<file path="src/rtl/lkv_pkg.sv">
package lkv_pkg;

	localparam int DATA_BITS = 32;
	localparam int CAP_BITS  = 5;
	localparam int CAP_RESET = 16;

	// Value returned for a get that misses and for every put.
	localparam logic [DATA_BITS-1:0] READ_MISS = '1;

	// Request operations.
	localparam logic OP_GET = 1'b0;
	localparam logic OP_PUT = 1'b1;

	// Register indexes of the configuration port.
	localparam logic REG_CAPACITY = 1'b0;

	typedef struct packed {
		logic capture;  // latch the incoming request
		logic compare;  // tag compare and victim selection
		logic update;   // write table, load result register
		logic clear;    // invalidate every entry
	} lkv_cmd_t;

endpackage

</file>
<file path="src/rtl/lkv_ram.sv">
module lkv_ram #(
	parameter int WIDTH = 32,
	parameter int DEPTH = 16
) (
	input  logic                                  clk,
	input  logic                                  we,
	input  logic [(DEPTH > 1 ? $clog2(DEPTH) : 1)-1:0] waddr,
	input  logic [WIDTH-1:0]                      wdata,
	input  logic [(DEPTH > 1 ? $clog2(DEPTH) : 1)-1:0] raddr,
	output logic [WIDTH-1:0]                      rdata
);

	logic [WIDTH-1:0] mem_q [DEPTH];

	always_ff @(posedge clk) begin
		if (we) begin
			mem_q[waddr] <= wdata;
		end
		rdata <= mem_q[raddr];
	end

endmodule

</file>
<file path="src/rtl/lkv_ctrl.sv">
module lkv_ctrl (
	input  logic             clk,
	input  logic             arst_n,
	input  logic             in_valid,
	output logic             in_stall,
	output logic             out_valid,
	input  logic             out_stall,
	input  logic             clear_req,
	output lkv_pkg::lkv_cmd_t cmd
);

	typedef enum logic [1:0] {
		ST_IDLE,
		ST_CMP,
		ST_UPD
	} state_t;

	state_t state_q;
	logic   out_valid_q;
	logic   out_free;

	assign in_stall  = (state_q != ST_IDLE);
	assign out_valid = out_valid_q;
	assign out_free  = !out_valid_q || !out_stall;

	always_comb begin
		cmd         = '0;
		cmd.capture = in_valid && (state_q == ST_IDLE);
		cmd.compare = (state_q == ST_CMP);
		cmd.update  = (state_q == ST_UPD) && out_free;
		cmd.clear   = clear_req;
	end

	always_ff @(posedge clk or negedge arst_n) begin
		if (!arst_n) begin
			state_q     <= ST_IDLE;
			out_valid_q <= 1'b0;
		end else begin
			// In the update state a free output register is reloaded below.
			if (out_valid_q && !out_stall && (state_q != ST_UPD)) begin
				out_valid_q <= 1'b0;
			end
			case (state_q)
				ST_IDLE: begin
					if (in_valid) begin
						state_q <= ST_CMP;
					end
				end
				ST_CMP: begin
					state_q <= ST_UPD;
				end
				ST_UPD: begin
					// The result waits here until the output register is free.
					if (out_free) begin
						out_valid_q <= 1'b1;
						state_q     <= ST_IDLE;
					end
				end
				default: begin
					state_q <= ST_IDLE;
				end
			endcase
		end
	end

endmodule

</file>
<file path="src/rtl/lkv_dp.sv">
module lkv_dp #(
	parameter int ENTRIES  = 16,
	parameter int KEY_BITS = 32
) (
	input  logic                              clk,
	input  logic                              arst_n,
	input  lkv_pkg::lkv_cmd_t                 cmd,
	input  logic [lkv_pkg::CAP_BITS-1:0]      capacity,
	input  logic                              opcode,
	input  logic [lkv_pkg::DATA_BITS-1:0]     key,
	input  logic [lkv_pkg::DATA_BITS-1:0]     value,
	output logic [lkv_pkg::DATA_BITS-1:0]     read_value,
	output logic                              hit,
	output logic                              evicted,
	output logic [lkv_pkg::DATA_BITS-1:0]     evicted_key
);

	localparam int KW = (KEY_BITS < lkv_pkg::DATA_BITS) ? KEY_BITS : lkv_pkg::DATA_BITS;
	localparam int IW = (ENTRIES > 1) ? $clog2(ENTRIES) : 1;
	localparam int CW = $clog2(ENTRIES + 1);

	// Request capture.
	logic                          op_s1;
	logic [KW-1:0]                 key_s1;
	logic [lkv_pkg::DATA_BITS-1:0] value_s1;

	// Tag store and recency ranks; rank 0 is the most recent entry.
	logic [KW-1:0] key_q   [ENTRIES];
	logic [IW-1:0] rank_q  [ENTRIES];
	logic [ENTRIES-1:0] valid_q;
	logic [CW-1:0] count_q;

	// Compare results.
	logic [IW-1:0] slot_s2;
	logic [CW-1:0] limit_s2;
	logic          hit_s2;
	logic          evict_s2;
	logic          write_s2;
	logic [KW-1:0] evkey_s2;

	// Result register.
	logic [lkv_pkg::DATA_BITS-1:0] read_value_q;
	logic                          hit_q;
	logic                          evicted_q;
	logic [lkv_pkg::DATA_BITS-1:0] evicted_key_q;

	logic [ENTRIES-1:0] match;
	logic [ENTRIES-1:0] oldest;
	logic [IW-1:0]      found_idx;
	logic [IW-1:0]      oldest_idx;
	logic [IW-1:0]      free_idx;
	logic               hit_c;
	logic               full_c;
	logic [CW-1:0]      eff_cap;
	logic [lkv_pkg::DATA_BITS-1:0] ram_rdata;

	assign read_value  = read_value_q;
	assign hit         = hit_q;
	assign evicted     = evicted_q;
	assign evicted_key = evicted_key_q;

	always_comb begin
		if (capacity == '0) begin
			eff_cap = CW'(1);
		end else if (int'(capacity) > ENTRIES) begin
			eff_cap = CW'(ENTRIES);
		end else begin
			eff_cap = CW'(capacity);
		end
	end

	always_comb begin
		found_idx  = '0;
		oldest_idx = '0;
		free_idx   = '0;
		for (int i = 0; i < ENTRIES; i++) begin
			match[i]  = valid_q[i] && (key_q[i] == key_s1);
			// Ranks of valid entries run 0 .. count-1, so the oldest holds count-1.
			oldest[i] = valid_q[i] && (CW'(rank_q[i]) == count_q - CW'(1));
			if (match[i]) begin
				found_idx = found_idx | IW'(i);
			end
			if (oldest[i]) begin
				oldest_idx = oldest_idx | IW'(i);
			end
		end
		for (int i = ENTRIES - 1; i >= 0; i--) begin
			if (!valid_q[i]) begin
				free_idx = IW'(i);
			end
		end
		hit_c  = |match;
		full_c = (count_q >= eff_cap);
	end

	always_ff @(posedge clk) begin
		if (cmd.capture) begin
			op_s1    <= opcode;
			key_s1   <= key[KW-1:0];
			value_s1 <= value;
		end
		if (cmd.compare) begin
			hit_s2   <= hit_c;
			evict_s2 <= !hit_c && (op_s1 == lkv_pkg::OP_PUT) && full_c;
			write_s2 <= hit_c || (op_s1 == lkv_pkg::OP_PUT);
			evkey_s2 <= key_q[oldest_idx];
			if (hit_c) begin
				slot_s2  <= found_idx;
				limit_s2 <= CW'(rank_q[found_idx]);
			end else if (full_c) begin
				slot_s2  <= oldest_idx;
				limit_s2 <= count_q - CW'(1);
			end else begin
				slot_s2  <= free_idx;
				limit_s2 <= count_q;
			end
		end
		if (cmd.update) begin
			read_value_q  <= (hit_s2 && (op_s1 == lkv_pkg::OP_GET)) ? ram_rdata
				: lkv_pkg::READ_MISS;
			hit_q         <= hit_s2;
			evicted_q     <= evict_s2;
			evicted_key_q <= evict_s2 ? lkv_pkg::DATA_BITS'(evkey_s2) : '0;
			if (write_s2) begin
				key_q[slot_s2] <= key_s1;
			end
		end
	end

	always_ff @(posedge clk or negedge arst_n) begin
		if (!arst_n) begin
			valid_q <= '0;
			count_q <= '0;
			for (int i = 0; i < ENTRIES; i++) begin
				rank_q[i] <= '0;
			end
		end else if (cmd.clear) begin
			valid_q <= '0;
			count_q <= '0;
			for (int i = 0; i < ENTRIES; i++) begin
				rank_q[i] <= '0;
			end
		end else if (cmd.update && write_s2) begin
			// Entries younger than the touched one age by one step.
			for (int i = 0; i < ENTRIES; i++) begin
				if (valid_q[i] && (CW'(rank_q[i]) < limit_s2)) begin
					rank_q[i] <= rank_q[i] + IW'(1);
				end
			end
			rank_q[slot_s2]  <= '0;
			valid_q[slot_s2] <= 1'b1;
			if (!hit_s2 && !evict_s2) begin
				count_q <= count_q + CW'(1);
			end
		end
	end

	lkv_ram #(
		.WIDTH(lkv_pkg::DATA_BITS),
		.DEPTH(ENTRIES)
	) u_value_ram (
		.clk  (clk),
		.we   (cmd.update && write_s2 && (op_s1 == lkv_pkg::OP_PUT)),
		.waddr(slot_s2),
		.wdata(value_s1),
		.raddr(found_idx),
		.rdata(ram_rdata)
	);

endmodule

</file>
<file path="src/rtl/lru_key_value_cache.sv">
// Fully associative key-value cache with least-recently-used replacement.
// Requests arrive on the input channel (in_valid, in_stall, opcode, key, value):
// a get returns the stored value with hit set, or all ones on a miss; a put
// updates a present key or inserts a new one, evicting the least recently used
// entry and reporting its key once capacity_in_use entries are held.
// Every request produces exactly one result on the output channel
// (out_valid, out_stall, read_value, hit, evicted, evicted_key).
// A result follows its request in order: the accepting edge captures the
// request, the compare state does the parallel key compare, value RAM read
// and victim choice, and the update state updates the table and loads the
// result register once the output register is free. The next request is
// taken in the cycle after the result is loaded; no new request is accepted
// while the previous one is in its compare or update step.
// A held result does not block the next request from being accepted and
// compared; it only holds that request in its update step until taken.
// Reset and any write to capacity_in_use (address 0) empty the table; reset
// sets capacity_in_use to 16. No clearing pass is needed.
module lru_key_value_cache #(
	parameter int ENTRIES  = 16,
	parameter int KEY_BITS = 32
) (
	input  logic        clk,
	input  logic        arst_n,
	input  logic        psel,
	input  logic        penable,
	input  logic        pwrite,
	input  logic [2:0]  paddr,
	input  logic [31:0] pwdata,
	output logic [31:0] prdata,
	output logic        pready,
	input  logic        in_valid,
	output logic        in_stall,
	input  logic        opcode,
	input  logic [31:0] key,
	input  logic [31:0] value,
	output logic        out_valid,
	input  logic        out_stall,
	output logic [31:0] read_value,
	output logic        hit,
	output logic        evicted,
	output logic [31:0] evicted_key
);

	logic [lkv_pkg::CAP_BITS-1:0] capacity_q;
	logic                         cap_write;
	lkv_pkg::lkv_cmd_t            cmd;

	assign pready    = 1'b1;
	assign cap_write = psel && penable && pwrite && (paddr[2] == lkv_pkg::REG_CAPACITY);
	assign prdata    = (paddr[2] == lkv_pkg::REG_CAPACITY) ? 32'(capacity_q) : '0;

	always_ff @(posedge clk or negedge arst_n) begin
		if (!arst_n) begin
			capacity_q <= lkv_pkg::CAP_BITS'(lkv_pkg::CAP_RESET);
		end else if (cap_write) begin
			capacity_q <= pwdata[lkv_pkg::CAP_BITS-1:0];
		end
	end

	lkv_ctrl u_ctrl (
		.clk      (clk),
		.arst_n   (arst_n),
		.in_valid (in_valid),
		.in_stall (in_stall),
		.out_valid(out_valid),
		.out_stall(out_stall),
		.clear_req(cap_write),
		.cmd      (cmd)
	);

	lkv_dp #(
		.ENTRIES (ENTRIES),
		.KEY_BITS(KEY_BITS)
	) u_dp (
		.clk        (clk),
		.arst_n     (arst_n),
		.cmd        (cmd),
		.capacity   (capacity_q),
		.opcode     (opcode),
		.key        (key),
		.value      (value),
		.read_value (read_value),
		.hit        (hit),
		.evicted    (evicted),
		.evicted_key(evicted_key)
	);

endmodule
</file>
<file path="config.mk">
export PLATFORM = sky130hd
export DESIGN_NAME = lru_key_value_cache
export DESIGN_NICKNAME = d
export VERILOG_FILES = /design/src/rtl/lkv_pkg.sv /design/src/rtl/lkv_ram.sv /design/src/rtl/lkv_ctrl.sv /design/src/rtl/lkv_dp.sv /design/src/rtl/lru_key_value_cache.sv
export SDC_FILE = /design/constraint.sdc
export NUM_CORES = 2
export LEC_CHECK = 0
export CORE_ASPECT_RATIO = 1.75
export CORE_MARGIN = 5
export CORE_UTILIZATION = 57
export CTS_CLUSTER_SIZE = 25
export DETAILED_ROUTE_END_ITERATION = 10
export DONT_BUFFER_PORTS = 1
export PLACE_DENSITY = 0.69
export SLEW_MARGIN = 40
export SYNTH_ARGS = -nofsm -noshare
export SYNTH_HDL_FRONTEND = slang
export SYNTH_SLANG_ARGS = --single-unit
</file>
<file path="constraint.sdc">
create_clock -name clk -period 9.7 [get_ports clk]
set_input_delay 2.91 -clock clk [delete_from_list [all_inputs] [get_ports clk]]
set_output_delay 2.91 -clock clk [all_outputs]
set_load 0.01 [all_outputs]
</file>
==> results.txt <==
fin crit period = 6.02 ns
CP cell instances = nor2b_1
status = complete, no violations
most frequent cells in the layout = edfxtp_1, mux2i_1, nand2_1, xor2_1, xnor2_1
CP max FO = 7
first-pass detailed-route iteration total = 6
Final Net Count = 4776
Num CTS Buffers = 118
clk sinks = 1324
cell row count = 161
Slew Viols, Final = 0
Final TNS setup = 0 ns
Gate Count Post-Synth = 4638
final cycle utilization of the critical path = 0.620
post-synthesis sequential area ratio = 0.620
Startpoint Class = primary input
clock root cell = clkbuf_16
Bufs and invs on worst path = 0
Initial Util = 0.572
Clock Latency Late Sink = 0.76 ns
Worst-Margin Slew = 1.03 ns
vias in the first global route = 39078
first-pass GRT wire length = 273 mm
skew final = 0.0318 ns
Max IR drop VDD = 0.213 mV
power per cell area = 200 mW/mm²
Max Clock Freq = 166 MHz
crit end category = output port
fin util = 0.625
PostCTS Resize Cnt = 0
max incr delay on CP = 0.20 ns
worst-case clock buffer depth = 3
Buffers on Ports = 0
CTS clk-pin slew, worst paths = 0.06 ns
synth warn = 0
Non-Filler Instances = 6174
worst setup margin = 3.68 ns
Post-CTS Hold Buffers = 0
largest net degree at the start of global routing = 154
GRT overflow = 0
#FFs+latches synth = 1324
slowest CP cell = nor2b_1
max_cap viols = 0
Wirelength per Cell = 31.0 µm
Antenna Nets Post-Route = 0
leakage = 22.6 nW
Total Wirelength = 191 mm
Async SR Flop Fraction = 0.0702
drt initial violations = 3670
post-synthesis cell type count = 81
Hold WC Path Type = reg -> reg
die span in x = 261 µm
Setup-failing EPs final = 0
vias per cell = 6.29
placed cell count = 5945
CP Class = in -> out
Post-synth EDFFs = 1199
layout cells sized above 1 = 0.0872
most common cell after layout, fill and taps aside = edfxtp_1
HPWL after detailed placement = 131 mm
hold violation total from the final report = 0
final hold slack = 0.482 ns
die area = 0.117 mm²
Crit path max-delay family = simple AND/OR/NAND/NOR gates
TritonCTS clock tree = built
All-Layer GR Usage = 0.324
core area = 0.110 mm²
main flop type after synthesis = edfxtp_1
mapped cell area = 0.0628 mm²
WP data arrival = 3.11 ns
htree depth = 3
Routability Congestion = 1.04
finished layout cell area = 0.0687 mm²
pre-CTS setup slack = 3.48 ns
initial antenna violation count = 5
max_slew headroom = 0.310
Die Ht = 449 µm
# Post-CTS Setup Buffers = 0
DR DRC count = 0
placed cell areas = 0.0641 mm²
Tot Pwr = 13.7 mW
Syn-to-layout area delta = 9.25%
Critical Path RT = 6.79 ns
RSZ-0062 raised after global routing = no
Post-Syn Area per Cell = 13.5 µm²
DR vias = 38863
I/O pin total = 208
## sequential cells by signal (all words and copies together) (netlist names), 2 cells and up
register	count
u_ctrl.state_q	2
u_dp.u_value_ram.rdata	32
capacity_q	5
u_dp.evicted_key	32
u_dp.rank_q	64
u_dp.key_s1	32
u_dp.valid_q	16
u_dp.read_value	32
u_dp.u_value_ram.mem_q	512
u_dp.value_s1	32
u_dp.limit_s2	5
u_dp.count_q	5
u_dp.evkey_s2	32
u_dp.key_q	512
u_dp.slot_s2	4
## per-layer routing
metal  GRT usage  share of wire  vias to the layer above  routed length (µm)
li1            -              -                    17333                   -
met1       0.348           0.34                    19296               64300
met2       0.541           0.50                     1614               95400
met3      0.0664          0.056                      618               10800
met4       0.275           0.11                        2               20600
met5           0       0.000063                        -                  12
## final timing paths
kind	start	depth (start not counted)	to	slack, ns
min in group asynchronous	arst_n	0	u_dp.count_q[4]	1.85
hold / removal	u_dp.u_value_ram.rdata[2]	1	u_dp.read_value[2]	0.48
hold reg to reg	u_dp.u_value_ram.rdata[2]	1	u_dp.read_value[2]	0.48
setup / recovery	paddr[2]	1	prdata[2]	3.68
max in group asynchronous	arst_n	0	u_dp.rank_q[6]	7.61
setup reg to reg	u_dp.count_q[0]	13	u_dp.evkey_s2[5]	3.88
## power by group
part / switching [mW] / internal [mW] / leakage (nW) / total (mW)
Clock: 2.15 / 2.96 / 2.06 / 5.10
Sequential: 0.253 / 6.56 / 12.4 / 6.82
Combinational: 1.30 / 0.524 / 8.20 / 1.83
## layout make-up
class / count / area [µm²]
multi-input cells: 3021 / 22500
clock buffers: 147 / 3220
well taps: 1467 / 1840
diodes: 3 / 7.51
fillers: 8432 / 41100
repair buffers: 109 / 1010
flip-flops and latches: 1324 / 39000
inverters: 24 / 90.1
clock inverters: 79 / 1070
## synthesized netlist by cell type (72+ instances only)
master    count  area [µm²]
a211oi_1    160        1200
a21oi_1     124         621
a31oi_1      72         450
and2_1      127         795
buf_4       101         758
clkbuf_1     83         312
dfrtp_1      92        2300
edfxtp_1   1199       36000
mux2i_1     525        5260
nand2_1     393        1480
nand4_1     122         763
nor2_1      108         405
nor4_1      124         776
o21ai_0      99         495
xnor2_1     251        2200
xor2_1      321        2810
## cells by family after synthesis
| group | count (synthesis) | share of synthesized area |
|---|---|---|
| compound gates | 631 | 0.0674 |
| xor+xnor | 580 | 0.0826 |
| fa+ha+maj | 71 | 0.0141 |
| buf+inv | 319 | 0.0316 |
| flops | 1324 | 0.620 |
| mux | 525 | 0.0836 |
| other cells | 2 | 0.000120 |
| simple gates | 1186 | 0.100 |
(Power assumes the default switching activity.)
